==> config.mk <==
export PLATFORM = sky130hd
export DESIGN_NAME = depth_to_rainbow_color_unit
export DESIGN_NICKNAME = d
export VERILOG_FILES = /design/src/rtl/dtrc_pkg.sv /design/src/rtl/dtrc_clamp.sv /design/src/rtl/dtrc_scale.sv /design/src/rtl/dtrc_colour.sv /design/src/rtl/depth_to_rainbow_color_unit.sv
export SDC_FILE = /design/constraint.sdc
export NUM_CORES = 1
export LEC_CHECK = 0
export ABC_AREA = 0
export BUFFER_PORTS_ARGS = -buffer_cell sky130_fd_sc_hd__clkbuf_2
export CAP_MARGIN = 10
export CORE_ASPECT_RATIO = 0.9
export CORE_UTILIZATION = 55
export DETAILED_ROUTE_END_ITERATION = 8
export PLACE_DENSITY = 0.74
export SETUP_SLACK_MARGIN = 0.4
export SLEW_MARGIN = 20
export SYNTH_ARGS = -nofsm -noshare
export SYNTH_HDL_FRONTEND = slang
export SYNTH_HIERARCHICAL = 1
export SYNTH_SLANG_ARGS = --single-unit
==> constraint.sdc <==
create_clock -name clk -period 6.3 [get_ports clk]
set_input_delay 0.945 -clock clk [delete_from_list [all_inputs] [get_ports clk]]
set_output_delay 0.945 -clock clk [all_outputs]
set_load 0.02 [all_outputs]
==> src/rtl/dtrc_pkg.sv <==
// ----------------------------------------------------------------------------
// dtrc_pkg
// Shared widths, reset values, register indexes and stage types for the
// depth-to-rainbow colour pipeline.
// ----------------------------------------------------------------------------
package dtrc_pkg;

  localparam int DEPTH_W            = 16;
  localparam int SCALE_W            = 24;
  localparam int CHAN_W             = 8;
  localparam int CFG_IDX_W          = 2;
  localparam int CFG_DATA_W         = 24;
  localparam int DEPTH_BITS_DEFAULT = 16;

  localparam logic [DEPTH_W-1:0] MIN_DEPTH_RST = 16'd600;
  localparam logic [DEPTH_W-1:0] MAX_DEPTH_RST = 16'd3600;
  localparam logic [SCALE_W-1:0] SCALE_RST     = 24'd5571;

  // product of depth and Q8.16 scale, and its Q.8 view
  localparam int PROD_W = DEPTH_W + SCALE_W;
  localparam int FRAC_DROP = 8;

  // inverted value v = 256.0 - s in Q.8, held 1 .. 65536 when not saturated
  localparam int V_W = 17;
  localparam logic [V_W-1:0] V_ONE     = 17'h10000;
  localparam logic [V_W-1:0] V_BLACK   = 17'd65280;
  localparam logic [V_W-1:0] SEG1_BASE = 17'd13056;
  localparam logic [V_W-1:0] SEG2_BASE = 17'd26112;
  localparam logic [V_W-1:0] SEG3_BASE = 17'd39168;
  localparam logic [V_W-1:0] SEG4_BASE = 17'd52224;

  // offset within a segment, Q.8, never above 51.0
  localparam int W_W = 14;
  localparam logic [W_W-1:0] SEG_SPAN = 14'd13056;

  // rounded segments: floor((w*K + 51*128) / (51*256)) = floor(x / 51)
  // with x = (w*K + 51*128) >> 8
  localparam int NUM_W = 21;
  localparam int X_W   = 13;
  localparam logic [NUM_W-1:0] HALF_TERM = 21'd6528;
  localparam int RECIP_W = 11;
  localparam logic [RECIP_W-1:0] RECIP_51 = 11'd1285;
  localparam int XR_W = X_W + RECIP_W;
  localparam int REM_W = 14;
  localparam logic [REM_W-1:0] SEG_STEP = 14'd51;

  localparam logic [CHAN_W-1:0] CHAN_FULL = 8'd255;
  localparam logic [CHAN_W-1:0] CHAN_HALF = 8'd127;

  typedef enum logic [CFG_IDX_W-1:0] {
    CFG_MIN_DEPTH = 2'd0,
    CFG_MAX_DEPTH = 2'd1,
    CFG_SCALE     = 2'd2
  } cfg_idx_t;

  typedef enum logic [2:0] {
    SEG_BLACK,
    SEG_RISE_G,     // blue full, green rising
    SEG_FALL_B,     // blue falling, green full
    SEG_RISE_R,     // green full, red rising
    SEG_FALL_G_HI,  // red full, green falling 255 -> 127
    SEG_FALL_G_LO   // red full, green falling 127 -> 0
  } seg_t;

  typedef struct packed {
    seg_t           seg;
    logic [W_W-1:0] w;
  } seg_beat_t;

endpackage

==> src/rtl/dtrc_clamp.sv <==
// ----------------------------------------------------------------------------
// dtrc_clamp
// First stage: masks the raw depth and applies the min/max range rules.
// ----------------------------------------------------------------------------
module dtrc_clamp
  import dtrc_pkg::*;
#(
  parameter int DEPTH_BITS = DEPTH_BITS_DEFAULT
) (
  input  logic               clk,
  input  logic               rst_n,
  input  logic               in_valid,
  output logic               in_ready,
  input  logic [DEPTH_W-1:0] depth,
  input  logic [DEPTH_W-1:0] min_depth,
  input  logic [DEPTH_W-1:0] max_depth,
  output logic               out_valid,
  input  logic               out_ready,
  output logic [DEPTH_W-1:0] t
);

  logic [DEPTH_W-1:0] d;
  logic [DEPTH_W-1:0] t_nxt;
  logic [DEPTH_W-1:0] t_r;
  logic               vld_r;

  assign d = DEPTH_W'(depth[DEPTH_BITS-1:0]);

  always_comb begin
    if (d != '0 && d < min_depth) begin
      t_nxt = min_depth;
    end else if (d > max_depth) begin
      t_nxt = '0;
    end else if (d == '0) begin
      t_nxt = '0;
    end else begin
      t_nxt = d - min_depth;
    end
  end

  assign in_ready  = !vld_r || out_ready;
  assign out_valid = vld_r;
  assign t         = t_r;

  always_ff @(posedge clk) begin
    if (!rst_n) begin
      vld_r <= 1'b0;
    end else if (in_ready) begin
      vld_r <= in_valid;
    end
  end

  always_ff @(posedge clk) begin
    if (in_valid && in_ready) begin
      t_r <= t_nxt;
    end
  end

endmodule

==> src/rtl/dtrc_scale.sv <==
// ----------------------------------------------------------------------------
// dtrc_scale
// Two stages: depth times Q8.16 scale, then inversion to 256 - s and
// selection of the colour segment with the offset inside it.
// ----------------------------------------------------------------------------
module dtrc_scale
  import dtrc_pkg::*;
(
  input  logic               clk,
  input  logic               rst_n,
  input  logic               in_valid,
  output logic               in_ready,
  input  logic [DEPTH_W-1:0] t,
  input  logic [SCALE_W-1:0] scale_factor,
  output logic               out_valid,
  input  logic               out_ready,
  output seg_beat_t          seg_beat
);

  logic [PROD_W-1:0]  prod;
  logic               big_nxt;
  logic [DEPTH_W-1:0] s_nxt;
  logic               big_r;
  logic [DEPTH_W-1:0] s_r;
  logic               vld2_r;
  logic               rdy2;

  logic [V_W-1:0]     v;
  seg_beat_t          beat_nxt;
  seg_beat_t          beat_r;
  logic               vld3_r;
  logic               rdy3;

  // stage 2: multiply, keep Q.8 and a flag for s >= 256.0
  assign prod    = PROD_W'(t) * PROD_W'(scale_factor);
  assign big_nxt = |prod[PROD_W-1:DEPTH_W+FRAC_DROP];
  assign s_nxt   = prod[DEPTH_W+FRAC_DROP-1:FRAC_DROP];

  // stage 3: invert and pick segment
  assign v = V_ONE - V_W'(s_r);

  always_comb begin
    beat_nxt.seg = SEG_BLACK;
    beat_nxt.w   = '0;
    if (big_r || v >= V_BLACK) begin
      beat_nxt.seg = SEG_BLACK;
    end else if (v <= SEG1_BASE) begin
      beat_nxt.seg = SEG_RISE_G;
      beat_nxt.w   = W_W'(v);
    end else if (v <= SEG2_BASE) begin
      beat_nxt.seg = SEG_FALL_B;
      beat_nxt.w   = W_W'(v - SEG1_BASE);
    end else if (v <= SEG3_BASE) begin
      beat_nxt.seg = SEG_RISE_R;
      beat_nxt.w   = W_W'(v - SEG2_BASE);
    end else if (v <= SEG4_BASE) begin
      beat_nxt.seg = SEG_FALL_G_HI;
      beat_nxt.w   = W_W'(v - SEG3_BASE);
    end else begin
      beat_nxt.seg = SEG_FALL_G_LO;
      beat_nxt.w   = W_W'(v - SEG4_BASE);
    end
  end

  assign rdy3      = !vld3_r || out_ready;
  assign rdy2      = !vld2_r || rdy3;
  assign in_ready  = rdy2;
  assign out_valid = vld3_r;
  assign seg_beat  = beat_r;

  always_ff @(posedge clk) begin
    if (!rst_n) begin
      vld2_r <= 1'b0;
      vld3_r <= 1'b0;
    end else begin
      if (rdy2) begin
        vld2_r <= in_valid;
      end
      if (rdy3) begin
        vld3_r <= vld2_r;
      end
    end
  end

  always_ff @(posedge clk) begin
    if (in_valid && rdy2) begin
      big_r <= big_nxt;
      s_r   <= s_nxt;
    end
    if (vld2_r && rdy3) begin
      beat_r <= beat_nxt;
    end
  end

  // a coloured beat always has a nonzero offset no larger than its segment's span
  a_w_in_span: assert property (@(posedge clk) disable iff (!rst_n)
    (vld3_r && beat_r.seg != SEG_BLACK) |-> (beat_r.w != '0 && beat_r.w <= SEG_SPAN))
    else $error("segment offset out of range");

  // a saturated product never yields a coloured beat
  a_big_black: assert property (@(posedge clk) disable iff (!rst_n)
    (vld2_r && big_r && rdy3) |=> (beat_r.seg == SEG_BLACK))
    else $error("saturated scale produced a colour");

endmodule

==> src/rtl/dtrc_colour.sv <==
// ----------------------------------------------------------------------------
// dtrc_colour
// Three stages: linear ramps and rounding numerators, reciprocal multiply
// by 1/51, then remainder correction and channel assembly.
// ----------------------------------------------------------------------------
module dtrc_colour
  import dtrc_pkg::*;
(
  input  logic              clk,
  input  logic              rst_n,
  input  logic              in_valid,
  output logic              in_ready,
  input  seg_beat_t         seg_beat,
  output logic              out_valid,
  input  logic              out_ready,
  output logic [CHAN_W-1:0] chan0,
  output logic [CHAN_W-1:0] chan1,
  output logic [CHAN_W-1:0] chan2
);

  // stage 4
  logic [W_W+2:0]    w5;
  logic [NUM_W-1:0]  w128;
  logic [NUM_W-1:0]  num;
  logic [CHAN_W-1:0] lin_nxt;
  logic [X_W-1:0]    x_nxt;
  seg_t              seg4_r;
  logic [CHAN_W-1:0] lin4_r;
  logic [X_W-1:0]    x4_r;
  logic              vld4_r;
  logic              rdy4;

  // stage 5
  logic [XR_W-1:0]   xr;
  seg_t              seg5_r;
  logic [CHAN_W-1:0] lin5_r;
  logic [X_W-1:0]    x5_r;
  logic [CHAN_W-1:0] q0_r;
  logic              vld5_r;
  logic              rdy5;

  // stage 6
  logic [REM_W-1:0]  q51;
  logic [REM_W-1:0]  rem;
  logic [CHAN_W-1:0] q;
  logic [CHAN_W-1:0] c0_nxt;
  logic [CHAN_W-1:0] c1_nxt;
  logic [CHAN_W-1:0] c2_nxt;
  logic [CHAN_W-1:0] c0_r;
  logic [CHAN_W-1:0] c1_r;
  logic [CHAN_W-1:0] c2_r;
  logic              vld6_r;
  logic              rdy6;

  assign w5      = (W_W+3)'(seg_beat.w) * (W_W+3)'(5);
  assign lin_nxt = w5[CHAN_W+7:8];
  assign w128    = {seg_beat.w, 7'd0};
  assign num     = ((seg_beat.seg == SEG_FALL_G_LO) ? (w128 - NUM_W'(seg_beat.w)) : w128)
                   + HALF_TERM;
  assign x_nxt   = num[NUM_W-1:NUM_W-X_W];

  // q0 is floor(x/51) or one short of it
  assign xr = XR_W'(x4_r) * XR_W'(RECIP_51);

  assign q51 = REM_W'(q0_r) * SEG_STEP;
  assign rem = REM_W'(x5_r) - q51;
  assign q   = q0_r + CHAN_W'(rem >= SEG_STEP);

  always_comb begin
    c0_nxt = '0;
    c1_nxt = '0;
    c2_nxt = '0;
    case (seg5_r)
      SEG_RISE_G: begin
        c0_nxt = CHAN_FULL;
        c1_nxt = lin5_r;
      end
      SEG_FALL_B: begin
        c0_nxt = CHAN_FULL - lin5_r;
        c1_nxt = CHAN_FULL;
      end
      SEG_RISE_R: begin
        c1_nxt = CHAN_FULL;
        c2_nxt = lin5_r;
      end
      SEG_FALL_G_HI: begin
        c1_nxt = CHAN_FULL - q;
        c2_nxt = CHAN_FULL;
      end
      SEG_FALL_G_LO: begin
        c1_nxt = CHAN_HALF - q;
        c2_nxt = CHAN_FULL;
      end
      default: begin
        c0_nxt = '0;
      end
    endcase
  end

  assign rdy6      = !vld6_r || out_ready;
  assign rdy5      = !vld5_r || rdy6;
  assign rdy4      = !vld4_r || rdy5;
  assign in_ready  = rdy4;
  assign out_valid = vld6_r;
  assign chan0     = c0_r;
  assign chan1     = c1_r;
  assign chan2     = c2_r;

  always_ff @(posedge clk) begin
    if (!rst_n) begin
      vld4_r <= 1'b0;
      vld5_r <= 1'b0;
      vld6_r <= 1'b0;
    end else begin
      if (rdy4) begin
        vld4_r <= in_valid;
      end
      if (rdy5) begin
        vld5_r <= vld4_r;
      end
      if (rdy6) begin
        vld6_r <= vld5_r;
      end
    end
  end

  always_ff @(posedge clk) begin
    if (in_valid && rdy4) begin
      seg4_r <= seg_beat.seg;
      lin4_r <= lin_nxt;
      x4_r   <= x_nxt;
    end
    if (vld4_r && rdy5) begin
      seg5_r <= seg4_r;
      lin5_r <= lin4_r;
      x5_r   <= x4_r;
      q0_r   <= xr[XR_W-1:XR_W-CHAN_W];
    end
    if (vld5_r && rdy6) begin
      c0_r <= c0_nxt;
      c1_r <= c1_nxt;
      c2_r <= c2_nxt;
    end
  end

  // reciprocal estimate is at most one short
  a_rem_bound: assert property (@(posedge clk) disable iff (!rst_n)
    (vld5_r && (seg5_r == SEG_FALL_G_HI || seg5_r == SEG_FALL_G_LO))
      |-> (q51 <= REM_W'(x5_r) && rem < (SEG_STEP + SEG_STEP)))
    else $error("divide-by-51 correction out of range");

  a_q_bound: assert property (@(posedge clk) disable iff (!rst_n)
    (vld5_r && (seg5_r == SEG_FALL_G_HI || seg5_r == SEG_FALL_G_LO)) |-> (q <= 8'd128))
    else $error("rounded segment term too large");

endmodule

==> src/rtl/depth_to_rainbow_color_unit.sv <==
// ----------------------------------------------------------------------------
// depth_to_rainbow_color_unit
// Depth pixel to BGR rainbow pseudocolour, six-stage pipeline.
// ----------------------------------------------------------------------------
// Takes one pixel per clock while the output is not stalled and gives one
// colour pixel per pixel. Stages: range clamp, 16x24 scale multiply,
// inversion and segment select, ramp and rounding numerators, multiply by
// 1/51, then correction and channel assembly. Back-pressure on the output
// holds the pipe; empty stages keep filling, so up to six beats are held in
// flight. min_depth, max_depth and scale_factor (Q8.16, expected
// 255/(max-min)) are to be written by the user through the cfg port only
// while no pixels are in the pipe; the block itself does not enforce this.
// ----------------------------------------------------------------------------
module depth_to_rainbow_color_unit
  import dtrc_pkg::*;
#(
  parameter int DEPTH_BITS = DEPTH_BITS_DEFAULT
) (
  input  logic                  clk,
  input  logic                  rst_n,
  input  logic                  in_tvalid,
  output logic                  in_tready,
  input  logic [DEPTH_W-1:0]    in_tdata,    // [15:0] depth_in
  output logic                  out_tvalid,
  input  logic                  out_tready,
  output logic [3*CHAN_W-1:0]   out_tdata,   // [7:0] chan0, [15:8] chan1, [23:16] chan2
  input  logic                  cfg_we,
  input  logic [CFG_IDX_W-1:0]  cfg_index,
  input  logic [CFG_DATA_W-1:0] cfg_wdata
);

  logic [DEPTH_W-1:0] min_depth_r;
  logic [DEPTH_W-1:0] max_depth_r;
  logic [SCALE_W-1:0] scale_factor_r;

  logic               clamp_valid;
  logic               clamp_ready;
  logic [DEPTH_W-1:0] clamp_t;
  logic               seg_valid;
  logic               seg_ready;
  seg_beat_t          seg_beat;
  logic [CHAN_W-1:0]  chan0;
  logic [CHAN_W-1:0]  chan1;
  logic [CHAN_W-1:0]  chan2;

  always_ff @(posedge clk) begin
    if (!rst_n) begin
      min_depth_r    <= MIN_DEPTH_RST;
      max_depth_r    <= MAX_DEPTH_RST;
      scale_factor_r <= SCALE_RST;
    end else if (cfg_we) begin
      case (cfg_index)
        CFG_MIN_DEPTH: min_depth_r    <= cfg_wdata[DEPTH_W-1:0];
        CFG_MAX_DEPTH: max_depth_r    <= cfg_wdata[DEPTH_W-1:0];
        CFG_SCALE:     scale_factor_r <= cfg_wdata[SCALE_W-1:0];
        default: begin
        end
      endcase
    end
  end

  dtrc_clamp #(
    .DEPTH_BITS (DEPTH_BITS)
  ) u_clamp (
    .clk       (clk),
    .rst_n     (rst_n),
    .in_valid  (in_tvalid),
    .in_ready  (in_tready),
    .depth     (in_tdata),
    .min_depth (min_depth_r),
    .max_depth (max_depth_r),
    .out_valid (clamp_valid),
    .out_ready (clamp_ready),
    .t         (clamp_t)
  );

  dtrc_scale u_scale (
    .clk          (clk),
    .rst_n        (rst_n),
    .in_valid     (clamp_valid),
    .in_ready     (clamp_ready),
    .t            (clamp_t),
    .scale_factor (scale_factor_r),
    .out_valid    (seg_valid),
    .out_ready    (seg_ready),
    .seg_beat     (seg_beat)
  );

  dtrc_colour u_colour (
    .clk       (clk),
    .rst_n     (rst_n),
    .in_valid  (seg_valid),
    .in_ready  (seg_ready),
    .seg_beat  (seg_beat),
    .out_valid (out_tvalid),
    .out_ready (out_tready),
    .chan0     (chan0),
    .chan1     (chan1),
    .chan2     (chan2)
  );

  assign out_tdata = {chan2, chan1, chan0};

  // the input only stalls when the whole pipe is full behind a stalled output
  a_stall_source: assert property (@(posedge clk) disable iff (!rst_n)
    !in_tready |-> (out_tvalid && !out_tready))
    else $error("input stalled without output back-pressure");

endmodule

Word-level counts from Yosys, hierarchy flattened
Cells that the tools add are included.
W data, S select, Z words.
- word-level logic and storage cells: 101
- RAM bits: 0
- memory bits (read-only): 0
- output and inout port bits: 26
- flip-flop bits (word level): 192
- memories kept: 0
- bits in latches: 0
- shift-type cells: 0
- multiply operators: 4
- equality and inequality tests: 8
- order comparisons: 8
- reduce and logical (&&, ||, !) cells: 31
- add/subtract/negate cells: 13
- multiplexer cells: 11
- bitwise operators: 0
- divide/modulo/power cells: 0
- operator list (operator ; count):
    $mux W16 ; 5
    $mul A16 B24 Y40 ; 1
    $le A17 B16 Y1 const B ; 2
    $pmux W8 S2 ; 2
    $pmux W8 S4 ; 1
    $mux W15 ; 2
    $sub A14 B14 Y14 const B ; 2
    $mul A13 B11 Y24 const B ; 1
    $add A21 B13 Y21 const B ; 1
    $mux W21 ; 1
    $sub A21 B14 Y21 ; 1
    $ge A17 B16 Y1 const B ; 1
    $le A17 B14 Y1 const B ; 1
    $le A17 B15 Y1 const B ; 1
    $sub A17 B16 Y17 const A ; 1
    $gt A16 B16 Y1 ; 1
    $logic_not A16 Y1 ; 1
    $lt A16 B16 Y1 ; 1
    $mul A14 B3 Y16 const B ; 1
    $reduce_bool A16 Y1 ; 1
    $reduce_or A16 Y1 ; 1
    $sub A16 B16 Y16 ; 1
    $sub A8 B8 Y8 const A ; 2
    $ge A14 B6 Y1 const B ; 1
    other kinds (18) ; 42

Depth between registers and ports, before layout
Gate-level depths: netlist of the first run.
- word-level depth: 8
- depth in mapped cells: 25

By module
Netlist of the first run, hierarchy kept.
- by module, submodules not included (module ; cells each ; area each (um^2) ; instances ; sequential area each (um^2)):
    dtrc_scale ; 1667 ; 14914.3 ; 1 ; 1061.0
    dtrc_colour ; 687 ; 7357.1 ; 1 ; 2462.4
    depth_to_rainbow_color_unit ; 227 ; 2255.9 ; 1 ; 1121.1
    dtrc_clamp ; 233 ; 2042.0 ; 1 ; 500.5

Least setup slack after synthesis of the first run
Ideal clock, no wire load.
- kind: register to register
- from: register u_clamp.t_r[10], in the netlist u_clamp/t[10]
- to: register u_scale.big_r, data pin
- path buffers: 2
- setup slack: -0.147 ns
- period minus slack after synthesis: 6.447 ns
- cell stages (with the launch flop): 23
- data arrival time: 6.180 ns
- cell sequence: edfxtp_1 > clkbuf_1 > nand2_1 > fa_1 > inv_1 > fa_1 > fa_1 > fa_1 > fa_1 > inv_1 > fa_1 > inv_1 > ha_1 > clkbuf_1 > nand2_1 > nor4_1 > a221o_1 > nor3_1 > a21oi_1 > xor2_1 > a311oi_1 > and4_1 > nand4_1
- cells in the longest elaborated chain, start to end: 2
- ends and longest elaborated chain (what ; RTL line ; text):
    start: declaration ; dtrc_clamp.sv:24 ; logic [DEPTH_W-1:0] t_r;
    start signal: assignment ; dtrc_clamp.sv:55 ; t_r <= t_nxt;
    $mul A16 B24 Y40 ; dtrc_scale.sv:35 ; assign prod = PROD_W'(t) * PROD_W'(scale_factor);
    $reduce_or A16 Y1 ; dtrc_scale.sv:36 ; assign big_nxt = |prod[PROD_W-1:DEPTH_W+FRAC_DROP];
    named net u_scale.big_nxt ; dtrc_scale.sv:21 ; logic big_nxt;
    end signal: assignment ; dtrc_scale.sv:87 ; big_r <= big_nxt;
    end: declaration ; dtrc_scale.sv:23 ; logic big_r;
The timed path passes the listed nets, and every way through them passes these cells.
A chain may end at the register's enable or synchronous reset.

Worst setup path in the final report of the first run
- from: register u_clamp.t_r[2], in the netlist u_clamp/t[2]
- to: register u_scale.big_r, data pin
Same word-level chain as after synthesis.

==> results of run 1 <==
-- per-layer routing --
layer  vias up  global-route usage  wire, um
li1       9507                   -         -
met1     10100               0.348     27100
met2       635               0.465     31600
met3       161              0.0434      3430
met4         2              0.0972      2020
met5         -                   0        11
-- metrics by stage --
stage	TNS, ns	cells
floorplan	0	2814
global placement	-0.0288	3543
detailed placement	-0.210	3543
CTS	0	3595
global route	-0.331	3601
finish	-0.0794	3601
-- path summary, 6_finish.rpt --
path,cells past startpoint,endpoint,startpoint
max,20,u_scale/big_r,u_clamp/t[2]
min,0,u_colour/seg5_r[0],u_colour/seg4_r[0]
max reg2reg,20,u_scale/big_r,u_clamp/t[2]
min reg2reg,0,u_colour/seg5_r[0],u_colour/seg4_r[0]
-- sequential cells by signal, summed over array words and instances (netlist names), 8 cells and up --
signal            count
max_depth_r          16
u_colour/x5_r        13
min_depth_r          16
u_colour/q0_r         8
u_colour/x4_r        13
scale_factor_r       24
u_clamp/t            16
u_colour/lin5_r       8
u_scale/seg_beat     17
u_scale/s_r          16
u_colour/lin4_r       8
u_colour/chan0        8
u_colour/chan1        8
u_colour/chan2        8
-- timing repair --
action	CTS	global route
pin swaps	59	39
setup buffers	19	6
resized for setup	68	41
setup endpoints to repair	4	8
cloned	1	0
endpoints found under the hold margin	0	0
-- layout make-up --
cell class	count	share of cell area
clock buffers	17	0.0142
inverters	472	0.0593
repair buffers	233	0.0601
clock inverters	15	0.00637
multi-input cells	2048	0.661
flip-flops and latches	192	0.173
well taps	624	0.0261
-- layout by cell type (no fill, tap or decap), types with 9 or more instances in the layout --
cell type,count
fa_2,13
buf_12,12
inv_1,462
a21o_1,38
nor2b_1,26
nand3_1,30
buf_6,13
o22ai_1,11
clkbuf_2,71
o21ai_0,52
or3_1,10
o21a_1,18
xnor2_1,64
nand4_1,18
buf_4,134
a21oi_1,97
xor2_1,32
inv_2,10
nor2_1,90
fa_1,318
ha_1,294
o211ai_1,20
dfxtp_1,51
clkbuf_16,17
o21ai_1,9
ha_4,14
mux2i_1,61
dfxtp_2,10
a22o_1,13
edfxtp_1,130
nor3_1,28
and2_1,210
a31oi_1,9
nand2b_1,24
a211oi_1,15
and2_4,13
nand2_1,315
-- power groups by stage --
stage	clock network (uW)	logic [uW]	registers (uW)
floorplan	0	5750	1750
global placement	0	8020	1810
detailed placement	0	8160	1820
CTS	1170	8870	1790
global route	1220	10300	1810
finish	1150	9320	1790
-- critical path: stages, from the launching register on --
cell and delay, ns:
edfxtp_1 0.44, buf_6 0.17, buf_4 0.13, and2_1 0.14, fa_1 0.50, inv_1 0.06
fa_1 0.56, fa_1 0.45, fa_1 0.57, fa_1 0.44, fa_1 0.53, inv_2 0.05
ha_4 0.26, a21oi_4 0.21, or3b_4 0.41, o2111a_2 0.30, nor2_2 0.11, a41oi_2 0.21
a211oi_2 0.26, and4_1 0.22, nand4_1 0.11
-- cells by family after synthesis --
logic type | synth area share
simple gates | 0.169
fa+ha+maj | 0.395
buf+inv | 0.0843
compound gates | 0.102
flops | 0.194
xor+xnor | 0.0320
mux | 0.0238
==> reports/qor.json, run 1 <==
{
  "run_status": {
    "status": "finished, violations left",
    "violations_in_the_final_reports": "DRC, setup timing"
  },
  "clock_network": {
    "max-clock-path-buffers": 2,
    "h-tree-depth": 4,
    "cts_buffers": 17,
    "post_cts_hold_buffer_count": 0,
    "cts_clock_pin_slew_for_the_worst_setup_and_hold_paths_ns": 0.10,
    "tritoncts": "yes",
    "clock_tree.root_cell": "clkbuf_16",
    "cts.sinks": 192,
    "clk_lat_worst_skew_ns": 0.49
  },
  "critical_path": {
    "crit_fanout": 5,
    "setup.worst_path.start_class": "flip-flop",
    "kind_of_end_point_of_the_critical_path": "flip-flop",
    "setup.reg_to_reg.worst_slack_ns": -0.08,
    "arrival_ns": 6.61,
    "critical_path_required_ns": 6.53,
    "timing.setup.critical_path_class": "reg2reg"
  },
  "logic_synthesis": {
    "yosysTopAreaCell": "fa_1",
    "synth-seq-cells": 192,
    "synth_edf_count": 130,
    "post_synth.cell_area_avg_um2": 9.44,
    "post_synth_main_area_contributors": "fa_1 (25%), edfxtp_1 (15%), ha_1 (15%), inv_1 (6.7%), and2_1 (5.3%)",
    "postSynthNetCount": 3501,
    "post_synth_most_frequent_cells": "inv_1 (472), fa_1 (331), nand2_1 (322)",
    "yosysWarningCount": 6,
    "most_numerous_cell_in_the_yosys_netlist": "inv_1",
    "synth_cell_type_count": 100,
    "mappedNetlistArea_um2": 26600,
    "postSynth.topFlopCell": "edfxtp_1",
    "synth-async-reset-ratio": 0,
    "netlist.area_leader.share": 0.249,
    "yosysSeqAreaShare": 0.194,
    "syn_inst": 2814
  },
  "route": {
    "wl_per_cell_um": 17.8,
    "detail_route.vias_per_cell": 5.66,
    "ant_nets": 0,
    "first_pass_iters": 7,
    "dr.first_iter.drc_count": 1260,
    "post-route-drc-count": 8,
    "routed_wirelength_mm": 64.2,
    "total_via_count_in_the_routed_design": 20400
  },
  "floorplan": {
    "dieArea_um2": 49200,
    "initial_core_util": 0.557,
    "placementRows": 76,
    "core-area_um2": 47700,
    "top_level_ports": 73,
    "die_height_um": 211,
    "die_w_um": 234
  },
  "hold_path": {
    "timing.hold.worst.class": "reg2reg"
  },
  "sta": {
    "hold_slack_ns": 0.425,
    "worst_slew_pin_slew_ns": 1.03,
    "setup_repair_after_global_routing_missed_its_margin": "true",
    "finClkSkew_ns": 0.0240,
    "report.final.setup_viol": 1,
    "timing.max_slew.rel_slack": 0.311,
    "max_freq_mhz": 157,
    "fin_crit_ns": 6.38,
    "total_count_of_max_transition_violations_in_the_final_report": 0,
    "pnr_worst_setup_slack_ns": -0.0794,
    "min_period_over_period": 1.01,
    "hold_viol_final": 0
  },
  "layout": {
    "multi_input_area_um2": 19700,
    "sequential_cell_area_um2": 5160,
    "synthToLayoutAreaGrowth_pct": 12.4,
    "final_layout_size_suffix_gt1_frac": 0.144,
    "n_antenna_cell": 0,
    "fillCellCount": 3910,
    "post_layout_util": 0.626,
    "final_cell_area_um2": 29900,
    "num-nets-final": 3651
  },
  "pwr": {
    "power_frac_clock": 0.094,
    "share_seq_of_total_power": 0.146,
    "p_int_uw": 6660,
    "power_leakage_uw": 0.0138,
    "power.share.switching": 0.457,
    "comb_power_share": 0.760,
    "ir_drop_mv": 0.598,
    "total_power_uw": 12300,
    "netSwitchingPower_uw": 5600,
    "power_density_nw_per_um2": 411
  },
  "global_route": {
    "grtUsageTotal": 0.272,
    "grt_pass1_vias": 21600,
    "first_pass_grt_wire_length_mm": 107,
    "antenna_found_initial": 1,
    "grt_start_max_net_pins": 91,
    "grt_remaining_overflow": 0
  },
  "run": {
    "drv.max_cap_violation_count": 0
  },
  "placement": {
    "post-place-ws_ns": -0.210,
    "routabilityCongestion": 0.930,
    "half_perimeter_wire_length_after_placement_mm": 51.9,
    "dpl_cell_area_um2": 28600,
    "io_buffer_count": 72
  }
}
Note: power is estimated with default switching activity, not from simulation.
==> run 2, diff against run 1 <==
Settings changed: PLACE_DENSITY 0.74 to 0.75, SYNTH_HIERARCHICAL 1 to unset.
==> reports/qor.json, run 2 <==
{
  "clock_network": {
    "post_cts_hold_buffer_count": {"value": 0, "change": "unchanged"},
    "clock_tree.root_cell": "clkbuf_16",
    "cts_clock_pin_slew_for_the_worst_setup_and_hold_paths": {"value": 0.08, "unit": "ns", "change": "-0.02 ns"},
    "cts.sinks": {"value": 192, "change": "unchanged"},
    "tritoncts": "yes",
    "clk_lat_worst_skew": {"value": 0.46, "unit": "ns", "change": "-0.03 ns"},
    "h-tree-depth": {"value": 4, "change": "unchanged"},
    "max-clock-path-buffers": {"value": 2, "change": "unchanged"},
    "cts_buffers": {"value": 17, "change": "unchanged"}
  },
  "logic_synthesis": {
    "syn_inst": {"value": 2728, "change": "-3.1%"},
    "post_synth.cell_area_avg": {"value": 9.35, "unit": "um^2", "change": "-0.94%"},
    "postSynthNetCount": {"value": 3411, "change": "-2.6%"},
    "synth-async-reset-ratio": {"value": 0, "change": "unchanged"},
    "yosysSeqAreaShare": {"value": 0.202, "change": "+0.00800"},
    "yosysWarningCount": {"value": 0, "change": "-6"},
    "post_synth_most_frequent_cells": "inv_1 (472), nand2_1 (367), fa_1 (331)",
    "synth-seq-cells": {"value": 192, "change": "unchanged"},
    "most_numerous_cell_in_the_yosys_netlist": "inv_1",
    "synth_cell_type_count": {"value": 84, "change": "-16%"},
    "postSynth.topFlopCell": "edfxtp_1",
    "yosysTopAreaCell": "fa_1",
    "mappedNetlistArea": {"value": 25500, "unit": "um^2", "change": "-4.0%"},
    "netlist.area_leader.share": {"value": 0.260, "change": "+0.0103"},
    "post_synth_main_area_contributors": "fa_1 (26%), edfxtp_1 (15%), ha_1 (15%), inv_1 (6.9%), nand2_1 (5.4%)",
    "synth_edf_count": {"value": 130, "change": "unchanged"}
  },
  "run": {
    "drv.max_cap_violation_count": {"value": 0, "change": "unchanged"}
  },
  "pwr": {
    "comb_power_share": {"value": 0.720, "change": "-0.040"},
    "ir_drop": {"value": 0.647, "unit": "mV", "change": "+8.2%"},
    "power_leakage": {"value": 0.0134, "unit": "uW", "change": "-2.7%"},
    "share_seq_of_total_power": {"value": 0.174, "change": "+0.028"},
    "power_frac_clock": {"value": 0.107, "change": "+0.013"},
    "netSwitchingPower": {"value": 4550, "unit": "uW", "change": "-19%"},
    "power_density": {"value": 357, "unit": "nW/um^2", "change": "-13%"},
    "power.share.switching": {"value": 0.442, "change": "-0.0152"},
    "p_int": {"value": 5760, "unit": "uW", "change": "-14%"}
  },
  "placement": {
    "post-place-ws": {"value": -0.427, "unit": "ns", "change": "-0.216 ns"},
    "routabilityCongestion": {"value": 0.931, "change": "about the same"},
    "half_perimeter_wire_length_after_placement": {"value": 52.6, "unit": "mm", "change": "+1.2%"},
    "dp_cells": {"value": 3487, "change": "-1.6%"},
    "dpl_cell_area": {"value": 27900, "unit": "um^2", "change": "-2.4%"},
    "io_buffer_count": {"value": 72, "change": "unchanged"}
  },
  "run_status": {
    "violations_in_the_final_reports": "setup timing",
    "status": "finished, violations left"
  },
  "global_route": {
    "grt_pass1_vias": {"value": 20600, "change": "-4.4%"},
    "first_pass_grt_wire_length": {"value": 105, "unit": "mm", "change": "-1.9%"},
    "grt_remaining_overflow": {"value": 0, "change": "unchanged"},
    "grt_start_max_net_pins": {"value": 63, "change": "-31%"},
    "antenna_found_initial": {"value": 0, "change": "-1"},
    "grtUsageTotal": {"value": 0.279, "change": "+0.00709"}
  },
  "floorplan": {
    "dieArea": {"value": 47300, "unit": "um^2", "change": "-3.9%"},
    "die_height": {"value": 206, "unit": "um", "change": "-2.0%"},
    "die_w": {"value": 229, "unit": "um", "change": "-2.0%"},
    "top_level_ports": {"value": 73, "change": "unchanged"},
    "initial_core_util": {"value": 0.560, "change": "+0.00353"},
    "core-area": {"value": 45600, "unit": "um^2", "change": "-4.6%"},
    "placementRows": {"value": 74, "change": "-2.6%"}
  },
  "critical_path": {
    "r2r.worst_path.cells": {"value": 23, "change": "+15%"},
    "timing.setup.critical_path_class": "reg2reg",
    "worst_path_largest_cell_delay": {"value": 0.54, "unit": "ns", "change": "-0.03 ns"},
    "setup.worst_path.start_class": "flip-flop",
    "kind_of_end_point_of_the_critical_path": "flip-flop",
    "critical_path_required": {"value": 6.49, "unit": "ns", "change": "-0.04 ns"},
    "crit_fanout": {"value": 17, "change": "+12"},
    "cp_slowest_cell": "fa_1",
    "arrival": {"value": 6.84, "unit": "ns", "change": "+0.23 ns"},
    "cp_cell_sequence": "buf_12 > and2_1 > fa_1 > inv_1 > fa_1 > fa_2 > inv_1 > fa_2 > fa_1 > inv_1 > fa_1 > inv_1 > ha_4 > and4_4 > o21ai_2 > or2_4 > o21ba_4 > o21ai_4 > a21oi_1 > mux2i_1 > nor4_2 > nand4_1 > or4_1"
  },
  "sta": {
    "max_freq": {"value": 150, "unit": "MHz", "change": "-4.1%"},
    "pnr_worst_setup_slack": {"value": -0.350, "unit": "ns", "change": "-0.271 ns"},
    "min_period_over_period": {"value": 1.06, "change": "+0.0430"},
    "worst_slew_pin_slew": {"value": 1.02, "unit": "ns", "change": "-0.0144 ns"},
    "total_count_of_max_transition_violations_in_the_final_report": {"value": 0, "change": "unchanged"},
    "hold_slack": {"value": 0.423, "unit": "ns", "change": "-0.00153 ns"},
    "finClkSkew": {"value": 0.0168, "unit": "ns", "change": "-0.00722 ns"},
    "fin_crit": {"value": 6.65, "unit": "ns", "change": "+0.271 ns"},
    "timing.max_slew.rel_slack": {"value": 0.318, "change": "+0.00743"},
    "setup_repair_after_global_routing_missed_its_margin": "true",
    "report.final.setup_viol": {"value": 1, "change": "unchanged"},
    "hold_viol_final": {"value": 0, "change": "unchanged"}
  },
  "layout": {
    "final_cell_area": {"value": 28900, "unit": "um^2", "change": "-3.2%"},
    "n_antenna_cell": {"value": 0, "change": "unchanged"},
    "layout_common_cells": "inv_1 (468), nand2_1 (366), fa_1 (323)",
    "post_layout_nonfiller_instances": {"value": 3537, "change": "-1.8%"},
    "synthToLayoutAreaGrowth_pct": 13.2,
    "final_layout_size_suffix_gt1_frac": {"value": 0.138, "change": "-0.00618"},
    "mostFrequentLayoutCell": "inv_1",
    "top_register": "scale_factor_r",
    "num-nets-final": {"value": 3599, "change": "-1.4%"},
    "largest_register_ffs": {"value": 24, "change": "unchanged"},
    "post_layout_util": {"value": 0.634, "change": "+0.00871"}
  },
  "hold_path": {
    "timing.hold.worst.class": "reg2reg",
    "min_path_cells": {"value": 0, "change": "unchanged"}
  },
  "route": {
    "dr.first_iter.drc_count": {"value": 1275, "change": "+1.2%"},
    "total_via_count_in_the_routed_design": {"value": 19700, "change": "-3.2%"},
    "routed_wirelength": {"value": 63.8, "unit": "mm", "change": "-0.67%"},
    "wl_per_cell": {"value": 18.0, "unit": "um", "change": "+1.1%"},
    "detail_route.vias_per_cell": {"value": 5.58, "change": "-1.5%"},
    "ant_nets": {"value": 0, "change": "unchanged"},
    "post-route-drc-count": {"value": 0, "change": "-8"},
    "first_pass_iters": {"value": 5, "change": "-2"}
  }
}
[run 2: cell count changes after synthesis, moves of 9 or more]
cell      delta
o21ai_0     -14
nand2_1     +45
a22o_1      -12
a21boi_0    +44
and2_1      -13
nor2_1      -25
buf_2        -9
mux2i_1     -49
clkbuf_1    +19
o31ai_1     +14
a21oi_1     -22
[run 2: path summary, 6_finish.rpt]
path                                            to               start  slack [ns]
worst max-delay path                 u_scale.big_r        u_clamp.t[6]       -0.35
worst min-delay path            u_colour.lin5_r[5]  u_colour.lin4_r[5]        0.42
worst min register to register  u_colour.lin5_r[5]  u_colour.lin4_r[5]        0.42
worst max register to register       u_scale.big_r        u_clamp.t[6]       -0.35
[run 2: cells by family (layout without fill, tap and decap cells)]
| family | count (synthesis) | after routing | share of synthesized area |
|---|---|---|---|
| and+or+nand+nor | 850 | 850 | 0.168 |
| adders and majority gates | 636 | 636 | 0.409 |
| buffers and inverters | 572 | 773 | 0.0849 |
| AOI/OAI and AO/OA | 370 | 370 | 0.0981 |
| DFF | 192 | 192 | 0.202 |
| xor gates and xnor gates | 96 | 96 | 0.0330 |
| muxes | 12 | 12 | 0.00471 |
[run 2: layer usage]
| metal | share of wire | GRT usage | vias to the layer above |
|---|---|---|---|
| met5 | 0 | 0 | - |
| met4 | 0.030 | 0.0967 | 0 |
| met3 | 0.071 | 0.0591 | 119 |
| met2 | 0.48 | 0.472 | 668 |
| met1 | 0.42 | 0.356 | 9717 |
| li1 | - | - | 9216 |
[run 2: power groups by stage]
stage                     logic (uW)  clock network, uW  registers, uW
after floorplan                 4540                  0           1770
after global placement          6570                  0           1810
after detailed placement        6810                  0           1820
after CTS                       7000               1110           1790
after global routing            8210               1160           1800
final                           7420               1100           1790
[run 2: repair_timing]
action                     4_1_cts  5_1_grt
gates resized for setup         14       30
cloned                           0        0
setup endpoints to repair        7       14
buffers inserted                 8        9
pin swaps                       10       12
[run 2: critical path, delay by kind of cell (launching register included)]
| kind | cells | cell delay, ns |
|---|---|---|
| AO/OA/AOI/OAI | 4 | 0.59 |
| adder cells (fa/ha/maj) | 7 | 3.27 |
| buffers and inverters | 5 | 0.40 |
| flip-flops | 1 | 0.42 |
| multiplexers | 1 | 0.14 |
| AND/OR/NAND/NOR | 6 | 1.55 |
[run 2: cell type report]
type,count,area [um^2]
Clock buffer,22,498
Clock inverter,10,85.1
Fill cell,3682,16700
Inverter,472,1770
Multi-Input combinational cell,1964,18600
Sequential cell,192,5150
Tap cell,608,761
Timing Repair Buffer,269,2030
[run 2: per-stage QoR]
| stage | total power, uW | TNS (ns) |
|---|---|---|
| 6_report | 10300 | -0.350 |
| 5_1_grt | 11200 | -0.573 |
| 3_3_place_gp | 8390 | -0.331 |
| 4_1_cts | 9900 | -0.320 |
| 3_5_place_dp | 8630 | -0.427 |
| 2_1_floorplan | 6310 | 0 |
